==> config.mk <==
export PLATFORM = sky130hd
export DESIGN_NAME = radio_duty_cycle_limiter_flat
export DESIGN_NICKNAME = d
export VERILOG_FILES = /design/src/rtl/rdcl_pkg.sv /design/src/rtl/rdcl_if.sv /design/src/rtl/rdcl_div.sv /design/src/rtl/radio_duty_cycle_limiter.sv /design/src/flat_wrapper.sv
export SDC_FILE = /design/constraint.sdc
export NUM_CORES = 1
export LEC_CHECK = 0
export BUFFER_PORTS_ARGS = -buffer_cell sky130_fd_sc_hd__buf_4
export CAP_MARGIN = 20
export CORE_UTILIZATION = 36
export CTS_CLUSTER_DIAMETER = 50
export DETAILED_ROUTE_END_ITERATION = 12
export PLACE_DENSITY = 0.58
export REMOVE_ABC_BUFFERS = 1
export SYNTH_ARGS = -nofsm -noshare
export SYNTH_HDL_FRONTEND = slang
export SYNTH_SLANG_ARGS = --single-unit
==> constraint.sdc <==
create_clock -name clk_i -period 5.75 [get_ports clk_i]
set_clock_uncertainty 0.05 [all_clocks]
set_input_delay 1.725 -clock clk_i [delete_from_list [all_inputs] [get_ports clk_i]]
set_output_delay 1.725 -clock clk_i [all_outputs]
set_load 0.01 [all_outputs]
==> src/rtl/rdcl_pkg.sv <==
// ----------------------------------------------------------------------------
// rdcl_pkg: shared types and constants of the radio duty cycle limiter
// Holds the word kinds, the field widths and the reset values of the
// configuration registers.
// ----------------------------------------------------------------------------
package rdcl_pkg;

  localparam int unsigned KindW   = 2;
  localparam int unsigned TimeW   = 32;
  localparam int unsigned AirW    = 16;
  localparam int unsigned MinIntW = 22;
  localparam int unsigned WindowW = 27;
  localparam int unsigned DutyW   = 17;
  localparam int unsigned CfgIdxW = 1;

  // The numerator of the duty division is a window-sized airtime times DutyFull.
  localparam int unsigned NumW    = WindowW + DutyW;
  // One quotient bit per divider step.
  localparam int unsigned DivSteps = DutyW;
  localparam int unsigned CntW     = $clog2(DivSteps + 1);

  localparam logic [DutyW-1:0]   DutyFull        = DutyW'(100000);
  localparam logic [MinIntW-1:0] MinIntervalRst  = MinIntW'(60000);
  localparam logic [WindowW-1:0] WindowRst       = WindowW'(3600000);

  typedef enum logic [KindW-1:0] {
    KindQuery   = 2'd0,
    KindDone    = 2'd1,
    KindRestart = 2'd2
  } kind_e;

  typedef enum logic [CfgIdxW-1:0] {
    CfgMinInterval = 1'b0,
    CfgWindow      = 1'b1
  } cfg_idx_e;

endpackage

==> src/rtl/rdcl_if.sv <==
// ----------------------------------------------------------------------------
// rdcl_if: handshake channels of the radio duty cycle limiter
// One interface for the event words coming in and one for the result words.
// ----------------------------------------------------------------------------
interface rdcl_in_if;
  logic                       valid;
  logic                       ready;
  logic [rdcl_pkg::KindW-1:0] kind;
  logic [rdcl_pkg::TimeW-1:0] now_ms;
  logic [rdcl_pkg::AirW-1:0]  airtime_ms;

  modport source (output valid, kind, now_ms, airtime_ms, input ready);
  modport sink   (input valid, kind, now_ms, airtime_ms, output ready);
endinterface

interface rdcl_out_if;
  logic                         valid;
  logic                         ready;
  logic                         allowed;
  logic [rdcl_pkg::MinIntW-1:0] wait_ms;
  logic [rdcl_pkg::DutyW-1:0]   duty_milli_percent;

  modport source (output valid, allowed, wait_ms, duty_milli_percent, input ready);
  modport sink   (input valid, allowed, wait_ms, duty_milli_percent, output ready);
endinterface

==> src/rtl/rdcl_div.sv <==
// ----------------------------------------------------------------------------
// rdcl_div: iterative restoring divider for the duty figure
// Produces one quotient bit per cycle. The caller guarantees that the
// quotient fits in DutyW bits, i.e. num < den * 2**DutyW.
// ----------------------------------------------------------------------------
module rdcl_div (
  input  logic                         clk_i,
  input  logic                         rst_ni,
  input  logic                         start_i,
  input  logic [rdcl_pkg::NumW-1:0]    num_i,
  input  logic [rdcl_pkg::WindowW-1:0] den_i,
  output logic                         done_o,
  output logic [rdcl_pkg::DutyW-1:0]   quo_o
);

  logic                         busy_q, busy_d;
  logic                         done_q, done_d;
  logic [rdcl_pkg::CntW-1:0]    cnt_q, cnt_d;
  logic [rdcl_pkg::WindowW-1:0] rem_q, rem_d;
  logic [rdcl_pkg::WindowW-1:0] den_q, den_d;
  logic [rdcl_pkg::DutyW-1:0]   low_q, low_d;
  logic [rdcl_pkg::DutyW-1:0]   quo_q, quo_d;
  logic [rdcl_pkg::WindowW:0]   trial;
  logic [rdcl_pkg::WindowW:0]   diff;
  logic                         fits;

  assign trial = {rem_q, low_q[rdcl_pkg::DutyW-1]};
  assign diff  = trial - {1'b0, den_q};
  assign fits  = trial >= {1'b0, den_q};

  always_comb begin
    busy_d = busy_q;
    done_d = 1'b0;
    cnt_d  = cnt_q;
    rem_d  = rem_q;
    den_d  = den_q;
    low_d  = low_q;
    quo_d  = quo_q;
    if (start_i) begin
      busy_d = 1'b1;
      cnt_d  = rdcl_pkg::CntW'(rdcl_pkg::DivSteps);
      rem_d  = num_i[rdcl_pkg::NumW-1:rdcl_pkg::DutyW];
      low_d  = num_i[rdcl_pkg::DutyW-1:0];
      den_d  = den_i;
    end else if (busy_q) begin
      rem_d = fits ? diff[rdcl_pkg::WindowW-1:0] : trial[rdcl_pkg::WindowW-1:0];
      low_d = {low_q[rdcl_pkg::DutyW-2:0], 1'b0};
      quo_d = {quo_q[rdcl_pkg::DutyW-2:0], fits};
      cnt_d = cnt_q - rdcl_pkg::CntW'(1);
      if (cnt_q == rdcl_pkg::CntW'(1)) begin
        busy_d = 1'b0;
        done_d = 1'b1;
      end
    end
  end

  always_ff @(posedge clk_i or negedge rst_ni) begin
    if (!rst_ni) begin
      busy_q <= 1'b0;
      done_q <= 1'b0;
      cnt_q  <= '0;
    end else begin
      busy_q <= busy_d;
      done_q <= done_d;
      cnt_q  <= cnt_d;
    end
  end

  always_ff @(posedge clk_i) begin
    rem_q <= rem_d;
    den_q <= den_d;
    low_q <= low_d;
    quo_q <= quo_d;
  end

  assign done_o = done_q;
  assign quo_o  = quo_q;

endmodule

==> src/rtl/radio_duty_cycle_limiter.sv <==
// ----------------------------------------------------------------------------
// radio_duty_cycle_limiter: transmit gate with an airtime accounting window
// Tracks the last send time and the airtime spent in the current window and
// answers every event word with the remaining wait and the duty figure.
// ----------------------------------------------------------------------------
//
//  Channel  Direction  Word contents
//  in_i     sink       kind, now_ms, airtime_ms
//  out_o    source     allowed, wait_ms, duty_milli_percent
//  cfg      write      cfg_we_i, cfg_idx_i, cfg_data_i (no read-back)
//
// An event word passes through the sequencer steps from acceptance to the result
// register; the divider resolves one quotient bit per cycle and is the longest
// step. Words whose duty is zero or saturated skip the division.
// in_i is ready only while the sequencer is idle. A stalled result sits in the
// output register while the next word is accepted and worked on; the sequencer
// waits at its last step only if that register is still full.
// Reset is asynchronous and clears the sequencer, the accounting state and the
// configuration registers to their defaults.
module radio_duty_cycle_limiter (
  input  logic                         clk_i,
  input  logic                         rst_ni,
  rdcl_in_if.sink                      in_i,
  rdcl_out_if.source                   out_o,
  input  logic                         cfg_we_i,
  input  logic [rdcl_pkg::CfgIdxW-1:0] cfg_idx_i,
  input  logic [rdcl_pkg::WindowW-1:0] cfg_data_i
);

  // Sequencer steps, one per cycle except the division and a stalled push.
  typedef enum logic [3:0] {
    StIdle,
    StRoll,
    StAccum,
    StWait,
    StSpan,
    StSat,
    StMul,
    StGo,
    StDiv,
    StPush
  } state_e;

  state_e state_q, state_d;

  // Configuration.
  logic [rdcl_pkg::MinIntW-1:0] min_int_q, min_int_d;
  logic [rdcl_pkg::WindowW-1:0] window_q, window_d;

  // Accounting state.
  logic [rdcl_pkg::TimeW-1:0]   last_send_q, last_send_d;
  logic                         ever_sent_q, ever_sent_d;
  logic [rdcl_pkg::TimeW-1:0]   total_q, total_d;
  logic [rdcl_pkg::TimeW-1:0]   win_start_q, win_start_d;

  // The word being worked on and intermediate results.
  logic [rdcl_pkg::KindW-1:0]   kind_q, kind_d;
  logic [rdcl_pkg::TimeW-1:0]   now_q, now_d;
  logic [rdcl_pkg::AirW-1:0]    air_q, air_d;
  logic [rdcl_pkg::MinIntW-1:0] wait_q, wait_d;
  logic [rdcl_pkg::WindowW-1:0] span_q, span_d;
  logic [rdcl_pkg::NumW-1:0]    prod_q, prod_d;
  logic [rdcl_pkg::DutyW-1:0]   duty_q, duty_d;

  // Output register.
  logic                         out_valid_q, out_valid_d;
  logic [rdcl_pkg::MinIntW-1:0] out_wait_q, out_wait_d;
  logic [rdcl_pkg::DutyW-1:0]   out_duty_q, out_duty_d;

  logic                         div_start;
  logic                         div_done;
  logic [rdcl_pkg::DutyW-1:0]   div_quo;

  logic [rdcl_pkg::TimeW-1:0]   since_start;
  logic [rdcl_pkg::TimeW-1:0]   since_send;
  logic [rdcl_pkg::TimeW:0]     air_sum;
  logic                         is_done;

  // Elapsed times wrap modulo 2**32 like the time base itself.
  assign since_start = now_q - win_start_q;
  assign since_send  = now_q - last_send_q;
  assign air_sum     = {1'b0, total_q} + {{(rdcl_pkg::TimeW + 1 - rdcl_pkg::AirW){1'b0}}, air_q};
  assign is_done     = kind_q == rdcl_pkg::KindDone;

  rdcl_div u_div (
    .clk_i  (clk_i),
    .rst_ni (rst_ni),
    .start_i(div_start),
    .num_i  (prod_q),
    .den_i  (span_q),
    .done_o (div_done),
    .quo_o  (div_quo)
  );

  always_comb begin
    state_d     = state_q;
    min_int_d   = min_int_q;
    window_d    = window_q;
    last_send_d = last_send_q;
    ever_sent_d = ever_sent_q;
    total_d     = total_q;
    win_start_d = win_start_q;
    kind_d      = kind_q;
    now_d       = now_q;
    air_d       = air_q;
    wait_d      = wait_q;
    span_d      = span_q;
    prod_d      = prod_q;
    duty_d      = duty_q;
    out_wait_d  = out_wait_q;
    out_duty_d  = out_duty_q;
    out_valid_d = out_valid_q && !out_o.ready;
    div_start   = 1'b0;

    // The user must write configuration only while no word is in flight; unchecked.
    if (cfg_we_i) begin
      unique case (cfg_idx_i)
        rdcl_pkg::CfgMinInterval: min_int_d = cfg_data_i[rdcl_pkg::MinIntW-1:0];
        rdcl_pkg::CfgWindow:      window_d  = cfg_data_i;
        default:                  ;
      endcase
    end

    unique case (state_q)
      StIdle: begin
        if (in_i.valid) begin
          kind_d  = in_i.kind;
          now_d   = in_i.now_ms;
          air_d   = in_i.airtime_ms;
          state_d = StRoll;
        end
      end
      // A restart opens a new window; a completion does so only once the
      // current window has run out.
      StRoll: begin
        if (kind_q == rdcl_pkg::KindRestart) begin
          total_d     = '0;
          ever_sent_d = 1'b0;
          win_start_d = now_q;
        end else if (is_done &&
                     since_start >= {{(rdcl_pkg::TimeW - rdcl_pkg::WindowW){1'b0}}, window_q}) begin
          total_d     = '0;
          win_start_d = now_q;
        end
        state_d = StAccum;
      end
      // Airtime accumulates with saturation at the top of the 32-bit range.
      StAccum: begin
        if (is_done) begin
          total_d     = air_sum[rdcl_pkg::TimeW] ? '1 : air_sum[rdcl_pkg::TimeW-1:0];
          last_send_d = now_q;
          ever_sent_d = 1'b1;
        end
        state_d = StWait;
      end
      StWait: begin
        if (!ever_sent_q ||
            since_send >= {{(rdcl_pkg::TimeW - rdcl_pkg::MinIntW){1'b0}}, min_int_q}) begin
          wait_d = '0;
        end else begin
          wait_d = min_int_q - since_send[rdcl_pkg::MinIntW-1:0];
        end
        state_d = StSpan;
      end
      StSpan: begin
        if (since_start > {{(rdcl_pkg::TimeW - rdcl_pkg::WindowW){1'b0}}, window_q}) begin
          span_d = window_q;
        end else begin
          span_d = since_start[rdcl_pkg::WindowW-1:0];
        end
        state_d = StSat;
      end
      // A zero span gives zero duty; otherwise airtime at or above the span is at
      // least full scale, so only a smaller airtime needs the division.
      StSat: begin
        if (span_q == '0) begin
          duty_d  = '0;
          state_d = StPush;
        end else if (total_q >= {{(rdcl_pkg::TimeW - rdcl_pkg::WindowW){1'b0}}, span_q}) begin
          duty_d  = rdcl_pkg::DutyFull;
          state_d = StPush;
        end else begin
          state_d = StMul;
        end
      end
      StMul: begin
        prod_d  = total_q[rdcl_pkg::WindowW-1:0] * rdcl_pkg::DutyFull;
        state_d = StGo;
      end
      StGo: begin
        div_start = 1'b1;
        state_d   = StDiv;
      end
      StDiv: begin
        if (div_done) begin
          duty_d  = div_quo;
          state_d = StPush;
        end
      end
      StPush: begin
        if (!out_valid_q || out_o.ready) begin
          out_valid_d = 1'b1;
          out_wait_d  = wait_q;
          out_duty_d  = duty_q;
          state_d     = StIdle;
        end
      end
      default: state_d = StIdle;
    endcase
  end

  always_ff @(posedge clk_i or negedge rst_ni) begin
    if (!rst_ni) begin
      state_q     <= StIdle;
      min_int_q   <= rdcl_pkg::MinIntervalRst;
      window_q    <= rdcl_pkg::WindowRst;
      last_send_q <= '0;
      ever_sent_q <= 1'b0;
      total_q     <= '0;
      win_start_q <= '0;
      out_valid_q <= 1'b0;
    end else begin
      state_q     <= state_d;
      min_int_q   <= min_int_d;
      window_q    <= window_d;
      last_send_q <= last_send_d;
      ever_sent_q <= ever_sent_d;
      total_q     <= total_d;
      win_start_q <= win_start_d;
      out_valid_q <= out_valid_d;
    end
  end

  always_ff @(posedge clk_i) begin
    kind_q     <= kind_d;
    now_q      <= now_d;
    air_q      <= air_d;
    wait_q     <= wait_d;
    span_q     <= span_d;
    prod_q     <= prod_d;
    duty_q     <= duty_d;
    out_wait_q <= out_wait_d;
    out_duty_q <= out_duty_d;
  end

  assign in_i.ready               = state_q == StIdle;
  assign out_o.valid              = out_valid_q;
  assign out_o.allowed            = out_wait_q == '0;
  assign out_o.wait_ms            = out_wait_q;
  assign out_o.duty_milli_percent = out_duty_q;

  // An accepted word keeps the input closed until its result is registered.
  a_busy_after_accept: assert property (@(posedge clk_i) disable iff (!rst_ni)
    in_i.valid && in_i.ready |=> !in_i.ready)
    else $error("input accepted a second word while one was in flight");

  // The duty figure never exceeds full scale.
  a_duty_bounded: assert property (@(posedge clk_i) disable iff (!rst_ni)
    out_o.valid |-> out_o.duty_milli_percent <= rdcl_pkg::DutyFull)
    else $error("duty figure above full scale");

  // The divider only finishes while the sequencer waits for it.
  a_div_done_in_div: assert property (@(posedge clk_i) disable iff (!rst_ni)
    div_done |-> state_q == StDiv)
    else $error("divider finished outside the division step");

  // A registered result holds while the sink stalls.
  a_result_holds: assert property (@(posedge clk_i) disable iff (!rst_ni)
    out_o.valid && !out_o.ready |=> out_o.valid && $stable(out_o.wait_ms) &&
      $stable(out_o.duty_milli_percent))
    else $error("stalled result word changed");

endmodule

==> src/flat_wrapper.sv <==
// flat-port wrapper written by rule: the top's interface ports become plain ports
module radio_duty_cycle_limiter_flat 
  (clk_i, rst_ni, cfg_we_i, cfg_idx_i, cfg_data_i, in_i_valid, in_i_kind, in_i_now_ms, in_i_airtime_ms, in_i_ready, out_o_valid, out_o_allowed, out_o_wait_ms, out_o_duty_milli_percent, out_o_ready);
  rdcl_in_if in_i_i ();
  rdcl_out_if out_o_i ();
  input  logic clk_i;
  input  logic rst_ni;
  input  logic cfg_we_i;
  input  logic [rdcl_pkg::CfgIdxW-1:0] cfg_idx_i;
  input  logic [rdcl_pkg::WindowW-1:0] cfg_data_i;
  input wire logic [$bits(in_i_i.valid)-1:0] in_i_valid;
  input wire logic [$bits(in_i_i.kind)-1:0] in_i_kind;
  input wire logic [$bits(in_i_i.now_ms)-1:0] in_i_now_ms;
  input wire logic [$bits(in_i_i.airtime_ms)-1:0] in_i_airtime_ms;
  output wire logic [$bits(in_i_i.ready)-1:0] in_i_ready;
  output wire logic [$bits(out_o_i.valid)-1:0] out_o_valid;
  output wire logic [$bits(out_o_i.allowed)-1:0] out_o_allowed;
  output wire logic [$bits(out_o_i.wait_ms)-1:0] out_o_wait_ms;
  output wire logic [$bits(out_o_i.duty_milli_percent)-1:0] out_o_duty_milli_percent;
  input wire logic [$bits(out_o_i.ready)-1:0] out_o_ready;
  assign in_i_i.valid = in_i_valid;
  assign in_i_i.kind = in_i_kind;
  assign in_i_i.now_ms = in_i_now_ms;
  assign in_i_i.airtime_ms = in_i_airtime_ms;
  assign in_i_ready = in_i_i.ready;
  assign out_o_valid = out_o_i.valid;
  assign out_o_allowed = out_o_i.allowed;
  assign out_o_wait_ms = out_o_i.wait_ms;
  assign out_o_duty_milli_percent = out_o_i.duty_milli_percent;
  assign out_o_i.ready = out_o_ready;
  radio_duty_cycle_limiter u_core (.clk_i(clk_i), .rst_ni(rst_ni), .in_i(in_i_i), .out_o(out_o_i), .cfg_we_i(cfg_we_i), .cfg_idx_i(cfg_idx_i), .cfg_data_i(cfg_data_i));
endmodule
======== Word level (Yosys, flattened, before mapping) ========
Cells that the tools add are included.
operators by class
  add/sub/neg operators ................... 6
  $mul .................................... 1
  div/mod/pow operators ................... 0
  order comparisons ....................... 5
  equal/unequal tests ..................... 19
  shifts and indexed selects .............. 0
  multiplexer cells ....................... 37
  bitwise gates (word level) .............. 2
  reduce and logical (&&, ||, !) cells .... 25
operators by type and width
  cell                    number
  $mux 32                 6
  $mux 27                 4
  $mux 17                 5
  $ge 32x27->1            2
  $pmux 32 s2             1
  $sub 32x32->32          2
  $pmux 4 s10             1
  $mul 27x12->39 const B  1
  $pmux 17 s2             1
  $add 32x16->33          1
  $ge 32x22->1            1
  $gt 32x27->1            1
  $ge 28x27->1            1
  $logic_not 27->1        1
  $sub 27x27->27          1
  $logic_not 22->1        1
  $sub 22x22->22          1
  $mux 4                  5
  $eq 4x3->1 const B      4
  $reduce_and 2->1        7
  $reduce_and 3->1        4
  $mux 1                  11
  $mux 5                  2
  $eq 4x2->1 const B      2
  other kinds (16)        29
storage, ports and cells
  flip-flop bits (word level) ............. 439
  latch bits .............................. 0
  RAM bits ................................ 0
  bits in read-only memories .............. 0
  bits of input ports ..................... 83
  output and inout port bits .............. 42
  memories ................................ 0

======== Longest topological paths before layout ========
Gate-level depths: netlist of the first run.
  depth in word-level cells ............... 6
  depth in mapped cells ................... 27
  gate-level depth less buffers ........... 24

======== Modules after synthesis ========
Synthesis of the first run repeated with hierarchy kept, for this count alone.
second synthesis, totals
  cells, all modules ...................... 2829
  area total of the unflattened synthesis .. 30386.6 um^2
by module, submodules not included
  module                    times used  cells an instance  area each (um^2)  seq. area each (um^2)
  radio_duty_cycle_limiter  1           2363               25092.8           9626.7
  rdcl_div                  1           466                5293.8            2817.7

======== Worst setup path before layout of the first run ========
No wires, ideal clock.
  path kind ............................... flip-flop to flip-flop
  start point ............................. reg u_core.total_q[5] (netlist name)
  end point ............................... reg u_core.prod_q[42] (netlist name), data pin
  library setup time ...................... 135 ps
  data arrival time ....................... 5179 ps
  data required time ...................... 5565 ps
  path slack .............................. 386 ps
  cell stages (with the launch flop) ...... 19
  buffers on the path ..................... 0
  cells stage by stage .................... dfrtp_1 -> ha_1 -> ha_1 -> inv_1 -> fa_1 -> inv_1 -> fa_1 -> fa_1 -> ha_1 -> and3_1 -> o2111a_1 -> o41a_1 -> o21ai_1 -> a2111oi_0 -> o2111ai_1 -> nand2_1 -> a31oi_1 -> or4b_1 -> nand3_1
between the ends
  longest elaborated chain between the ends .. 1
ends and longest elaborated chain
  element                   RTL line                         source
  start: declaration        radio_duty_cycle_limiter.sv:53   logic [rdcl_pkg::TimeW-1:0] total_q, total_d;
  start signal: assignment  radio_duty_cycle_limiter.sv:228  total_q <= total_d;
  $mul 27x12->39            radio_duty_cycle_limiter.sv:187  prod_d = total_q[rdcl_pkg::WindowW-1:0] * rdcl_pkg::DutyFull;
  end signal: assignment    radio_duty_cycle_limiter.sv:240  prod_q <= prod_d;
  end: declaration          radio_duty_cycle_limiter.sv:62   logic [rdcl_pkg::NumW-1:0] prod_q, prod_d;
No other way between the ends.
A chain may end at the register's enable or synchronous reset.

======== Final worst setup path of the first run ========
  start point ............................. reg u_core.now_q[0] (netlist name)
  end point ............................... reg u_core.total_q[22] (netlist name)
between the ends
  longest elaborated chain between the ends .. 5
ends and longest elaborated chain
  element                     RTL line                         source
  start: declaration          radio_duty_cycle_limiter.sv:58   logic [rdcl_pkg::TimeW-1:0] now_q, now_d;
  start signal: assignment    radio_duty_cycle_limiter.sv:236  now_q <= now_d;
  $sub 32x32->32              radio_duty_cycle_limiter.sv:80   assign since_start = now_q - win_start_q;
  $ge 32x27->1                radio_duty_cycle_limiter.sv:141  since_start >= {{(rdcl_pkg::TimeW - rdcl_pkg::WindowW){1'b0}}, window_q}) begin
  $logic_and 1x1->1           radio_duty_cycle_limiter.sv:140  end else if (is_done &&
  $ne 3x1->1 (no line)        --
  $reduce_and 3->1 (no line)  --
No other way between the ends.

==> run metrics, run 1 <==
CTS sink count 435; setup slack, reg-to-reg between 150 and 200 ps; Final Non-Filler Cells around 4200; arrival time at the worst endpoint ~6000 ps; critical path data required time approximately 6200 ps; cts-stage hold buffer count 0; WP depth 27; GR Overflow Total 0; portion of synthesized cell area occupied by the leading cell type 0.2780; count of maximum capacitance violations 0; synthesis-to-layout area growth 17.27%; fraction of power consumed by sequential logic 0.261; Skew-Pair Late Insertion Delay between 600 and 700 ps; beginning of the worst register-to-register path u_core.now_q[0]; # setup viols final 0; number of standard-cell rows in the floorplan ~110; most used routing layer in global routing met2; r2r worst-path depth 27; final WL ~75000 um; DRC violations left 0; area of the core 82110 sq um; top cells by area in the synthesized netlist sky130_fd_sc_hd__edfxtp_1, sky130_fd_sc_hd__ha_1, sky130_fd_sc_hd__dfrtp_1; synthesized netlist cell count approximately 2900; kind of capture point of the worst setup path flip-flop; Filler Cell Count about 7800; worst hold slack after final layout ~370 ps; startpoint class of the critical path flip-flop; Tmin final 5556 ps; number of max-slew violations in the final report 0; result of the run finished clean; end point of the critical path u_core.total_q[22]; standby leakage power 16.25 nW; max frequency 0.1800 GHz; Antenna Nets Post-Route 0; gpl congestion between 0.8 and 0.9; portion of total power attributed to combinational logic 0.529; detailed placer's ending HPWL 57250 um; Post-Synthesis Mean Instance Area 10.43 sq um; post-detailed-route via-to-cell ratio ~5.1; first-pass GRT wire length approximately 120000 um; Global Route met2 Usage 0.2897; routing usage on met3 0.02478; leading post-synthesis cells by instance count sky130_fd_sc_hd__inv_1, sky130_fd_sc_hd__ha_1, sky130_fd_sc_hd__edfxtp_1; first drt pass iteration count 5; Psw 8.480 mW; CP Launch Point u_core.now_q[0]; total die area roughly 84000 sq um; post-synthesis register bit count 435; port buffer count between 100 and 150; met1 capacity usage during global routing 0.2410; Worst-path clk slew ~60 ps; floorplan die height approximately 290 um; post-placement setup slack ~87 ps; pin count of the biggest net entering global routing between 90 and 100; total chip power approximately 20 mW; cell with the largest stage delay on the worst path sky130_fd_sc_hd__or3_4; Syn Std Cell Area ~30000 sq um; Initial Util 0.3643; routed via count about 22000; wire per inst between 15 and 20 um; endpoint of the lowest-slack register-to-register path u_core.total_q[22]; Bufs on Longest Clock Path 3; most frequently used cell type in the post-synthesis netlist sky130_fd_sc_hd__inv_1; proportion of synthesized flip-flops having asynchronous set or reset 0.3632; H-Tree Depth 3; CP most frequent cell sky130_fd_sc_hd__a21o_1; Post-synth EDFFs around 280; Synth warnings 0; clock tree from TritonCTS yes; worst setup margin 194.3 ps; final hold violation count 0; Crit path largest cell delay between 300 and 400 ps; min-delay worst type flip-flop to flip-flop; Setup TNS 0 ps; Detailed Route Iter0 Violations between 1000 and 1500; switch share 0.4234; GRT Util Overall 0.1757; antenna violations before repair 0; final clock period utilization by the worst path 0.9662; ys flop type sky130_fd_sc_hd__edfxtp_1; maximum fanout along the worst path 15; sequential-to-total area share from yosys stat 0.4110; power share of the clock group 0.210; distinct cell type count after synthesis 85; antenna diode count 0; largest area contributor in the synthesized netlist sky130_fd_sc_hd__edfxtp_1; Inserted Clock Buffers 69; root cell of the clock tree sky130_fd_sc_hd__clkbuf_16; number of top-level pins roughly 130; buffering stage count on the worst path with inverters included 5; DIE WIDTH ~290 um; transition time at the pin with the least slew margin between 1000 and 1500 ps; total placed cells including tap cells 4053; cell internal pwr 11.55 mW; via count of the first global-routing pass 20870; kind of critical path flip-flop to flip-flop; critical path's top delay family compound AO/OA/AOI/OAI gates; Final Net Count 3590; worst slew margin relative to its limit 0.3175; maximum vdd drop 0.3035 mV; fraction of layout cells with a size suffix above 1 0.1551; Cell Pwr Density ~570 nW/um^2
-- kinds of logic after synthesis --
family,count (synthesis),share of synthesized area
AND/OR/NAND/NOR,678,0.1094
flip-flops,435,0.4110
XOR/XNOR,128,0.03747
multiplexers,101,0.03890
adder cells (fa/ha/maj),442,0.2082
AO/OA/AOI/OAI,639,0.1372
buffers and inverters,445,0.05793
-- placed cells by master, fill, tap and decap left out, types with 35 or more instances in the layout --
cell type,count
sky130_fd_sc_hd__and3_1,35
sky130_fd_sc_hd__nor3_1,61
sky130_fd_sc_hd__inv_1,379
sky130_fd_sc_hd__dfrtp_1,139
sky130_fd_sc_hd__buf_4,180
sky130_fd_sc_hd__nor2_1,138
sky130_fd_sc_hd__nand2_1,226
sky130_fd_sc_hd__mux2_2,90
sky130_fd_sc_hd__clkbuf_16,71
sky130_fd_sc_hd__a21oi_1,174
sky130_fd_sc_hd__a31oi_1,38
sky130_fd_sc_hd__nand3_1,42
sky130_fd_sc_hd__a21o_1,83
sky130_fd_sc_hd__xor2_1,45
sky130_fd_sc_hd__ha_1,348
sky130_fd_sc_hd__fa_1,92
sky130_fd_sc_hd__o21ai_0,146
sky130_fd_sc_hd__edfxtp_1,277
sky130_fd_sc_hd__xnor2_1,82
-- worst min path at each step --
stage,startpoint,end,slack (ps),cells after the start
after CTS,u_core.duty_q[11],u_core.out_o.duty_milli_percent[11],370,0
after floorplan,u_core.duty_q[0],u_core.out_o.duty_milli_percent[0],350,0
after global placement,u_core.duty_q[14],u_core.out_o.duty_milli_percent[14],350,0
final,u_core.wait_q[12],u_core.out_o.wait_ms[12],370,0
after global routing,u_core.wait_q[12],u_core.out_o.wait_ms[12],370,0
after detailed placement,u_core.wait_q[14],u_core.out_o.wait_ms[14],350,0
-- metrics by stage --
step | instance area [sq um] | utilization
finish | 35080 | 0.4273
CTS | 34720 | 0.4229
detailed placement | 32380 | 0.3944
global route | 35080 | 0.4273
floorplan | 29610 | -
global placement | 32380 | 0.3944
-- sequential cells by signal, summed over array words and instances, names as in the netlist, 27 cells and up --
register	cells
u_core.last_send_q	32
u_core.now_q	32
u_core.prod_q	39
u_core.span_q	27
u_core.total_q	32
u_core.u_div.den_q	27
u_core.u_div.rem_q	27
u_core.win_start_q	32
u_core.window_q	27
-- layout make-up --
| cell class | instances | area (sq um) | area share |
|---|---|---|---|
| multi-input combinational | 1988 | 16130 | 0.4599 |
| sequential | 435 | 12300 | 0.3505 |
| clock buffer | 80 | 1778 | 0.05068 |
| timing repair buffer | 191 | 1546 | 0.04408 |
| inverter | 380 | 1426 | 0.04066 |
| tap | 1070 | 1339 | 0.03816 |
| clock inverter | 46 | 564.3 | 0.01608 |
-- power by group through the flow --
| stage | Sequential (mW) | Clock, mW | Combinational [mW] |
|---|---|---|---|
| 2_1_floorplan | 5.02 | 0 | 7.71 |
| 3_3_place_gp | 5.27 | 0 | 10.2 |
| 3_5_place_dp | 5.27 | 0 | 10.3 |
| 4_1_cts | 5.23 | 4.32 | 10.4 |
| 5_1_grt | 5.32 | 4.44 | 11.9 |
| 6_report | 5.22 | 4.21 | 10.6 |
-- timing repair --
item	4_1_cts	5_1_grt
buffers inserted	0	7
resized for setup	0	38
endpoints found under the hold margin	0	0
setup endpoints to repair	0	117
-- metal layers --
layer | wire length, um | vias up
li1 | - | 10610
met1 | 34880 | 10420
met2 | 35270 | 399
met3 | 2770 | 110
met4 | 1889 | 0
met5 | 0 | -
(Power assumes the default switching activity.)
==> run 2: changes to the inputs <==
--- a/config.mk
+++ b/config.mk
@@ -11,6 +11,7 @@
 export CTS_CLUSTER_DIAMETER = 50
 export DETAILED_ROUTE_END_ITERATION = 12
 export PLACE_DENSITY = 0.58
+export RECOVER_POWER = 100
 export REMOVE_ABC_BUFFERS = 1
 export SYNTH_ARGS = -nofsm -noshare
 export SYNTH_HDL_FRONTEND = slang
==> run metrics, run 2 (synthesis results as in run 1) <==
Filler Cell Count 7881; maximum fanout along the worst path 15; cell with the largest stage delay on the worst path sky130_fd_sc_hd__or3_4; # setup viols final 0; portion of total power attributed to combinational logic 0.527; violations in the final reports capacitance limit, slew limit; Detailed Route Iter0 Violations roughly 1200; clock tree from TritonCTS yes; switch share 0.4236; Final Net Count approximately 3600; DIE WIDTH about 290 um; first drt pass iteration count 6; H-Tree Depth 3; kind of critical path flip-flop to flip-flop; Psw 8.467 mW; transition time at the pin with the least slew margin roughly 2800 ps; Worst-path clk slew about 60 ps; final hold violation count 0; beginning of the worst register-to-register path u_core.now_q[0]; CTS sink count 435; result of the run complete, but fails checks; CP most frequent cell sky130_fd_sc_hd__a21o_1; antenna violations before repair 0; startpoint class of the critical path flip-flop; Tmin final roughly 5600 ps; r2r worst-path depth 27; endpoint of the lowest-slack register-to-register path u_core.total_q[22]; Crit path largest cell delay between 300 and 400 ps; floorplan die height ~290 um; Antenna Nets Post-Route 0; antenna diode count 0; Inserted Clock Buffers between 60 and 70; routed via count 21510; min-delay worst type flip-flop to flip-flop; cell internal pwr between 10 and 15 mW; detailed placer's ending HPWL between 50000 and 60000 um; total non-filler cell area in the finished layout approximately 35000 sq um; most frequent cells in the layout sky130_fd_sc_hd__inv_1, sky130_fd_sc_hd__ha_1, sky130_fd_sc_hd__edfxtp_1; instance area after placement around 32000 sq um; GRT Util Overall 0.1757; final WL 74830 um; DRC violations left 0; setup slack, reg-to-reg around 180 ps; gpl congestion between 0.8 and 0.9; CP Launch Point u_core.now_q[0]; number of max-slew violations in the final report between 500 and 600; first-pass GRT wire length approximately 120000 um; final clock period utilization by the worst path 0.9682; kind of capture point of the worst setup path flip-flop; WP depth 27; wire per inst 17.86 um; max frequency between 0.15 and 0.2 GHz; area of the core 82110 sq um; total die area around 84000 sq um; GR Overflow Total 0; Initial Util 0.3643; standby leakage power approximately 16 nW; arrival time at the worst endpoint around 6000 ps; via count of the first global-routing pass roughly 21000; synthesis-to-layout area growth 15.98%; largest register by flop count u_core.prod_q; Bufs on Longest Clock Path 3; commonest non-fill, non-tap cell in the layout sky130_fd_sc_hd__inv_1; flip-flop count of the largest register, all copies and words added 39; power share of the clock group 0.211; Skew-Pair Late Insertion Delay around 620 ps; fraction of layout cells with a size suffix above 1 0.1269; root cell of the clock tree sky130_fd_sc_hd__clkbuf_16; critical path data required time around 6200 ps; fraction of power consumed by sequential logic 0.263; worst slew margin relative to its limit -0.8357; worst hold slack after final layout around 370 ps; Cell Pwr Density slightly below 600 nW/um^2; pin count of the biggest net entering global routing 91; maximum vdd drop between 0.3 and 0.4 mV; end point of the critical path u_core.total_q[22]; port buffer count approximately 120; buffering stage count on the worst path with inverters included 5; cts-stage hold buffer count 0; count of maximum capacitance violations 13; number of top-level pins approximately 130; number of standard-cell rows in the floorplan 105; post-detailed-route via-to-cell ratio between 5 and 6; critical path's top delay family compound AO/OA/AOI/OAI gates
==> run 2: cell count changes in the layout (fill, tap and decap cells not counted), sizes merged <==
cell    change
buf       -117
clkbuf    +117
==> run 2: worst min path at each step <==
stage | startpoint | endpoint | slack (ps) | cells after the start
floorplan | u_core.duty_q[0] | u_core.out_o.duty_milli_percent[0] | 350 | 0
global placement | u_core.duty_q[14] | u_core.out_o.duty_milli_percent[14] | 350 | 0
detailed placement | u_core.wait_q[14] | u_core.out_o.wait_ms[14] | 350 | 0
CTS | u_core.duty_q[11] | u_core.out_o.duty_milli_percent[11] | 370 | 0
global route | u_core.wait_q[12] | u_core.out_o.wait_ms[12] | 370 | 0
finish | u_core.wait_q[21] | u_core.out_o.wait_ms[21] | 370 | 0
==> run 2: power by group through the flow <==
stage,registers [mW],logic (mW),clock network [mW]
3_3_place_gp,5.27,10.2,0
6_report,5.25,10.5,4.21
3_5_place_dp,5.27,10.3,0
4_1_cts,5.23,10.4,4.32
5_1_grt,5.35,11.9,4.44
2_1_floorplan,5.02,7.71,0
==> run 2: cell type report <==
type / instances / area [sq um] / area share
clock inverters: 46 / 564.3 / 0.01626
multi-input cells: 1988 / 16090 / 0.4637
inverters: 380 / 1426 / 0.04111
flip-flops and latches: 435 / 12300 / 0.3544
clock buffers: 80 / 1778 / 0.05124
well taps: 1070 / 1339 / 0.03858
repair buffers: 191 / 1204 / 0.03469
==> run 2: layer usage <==
| metal | track usage | vias up | routed length (um) |
|---|---|---|---|
| met5 | 0 | - | 0 |
| met1 | 0.2410 | 10390 | 34990 |
| met2 | 0.2897 | 403 | 35290 |
| met4 | 0.04670 | 0 | 1877 |
| li1 | - | 10620 | - |
| met3 | 0.02478 | 103 | 2672 |
==> run 2: through the flow <==
step	setup TNS (ps)	utilization	instances	total power, mW	setup WS (ps)
after global placement	0	0.3944	4053	15.52	230.1
after global routing	-116.2	0.4226	4190	21.65	-30.50
after floorplan	-7364	-	2803	12.73	-301.9
final	0	0.4226	4190	19.99	182.8
after CTS	0	0.4229	4179	19.92	46.27
after detailed placement	0	0.3944	4053	15.57	87.17
==> run 2: what timing repair did <==
item                                    4_1_cts  5_1_grt
endpoints found under the setup margin        0      117
resized for setup                             0       38
setup buffers                                 0        7
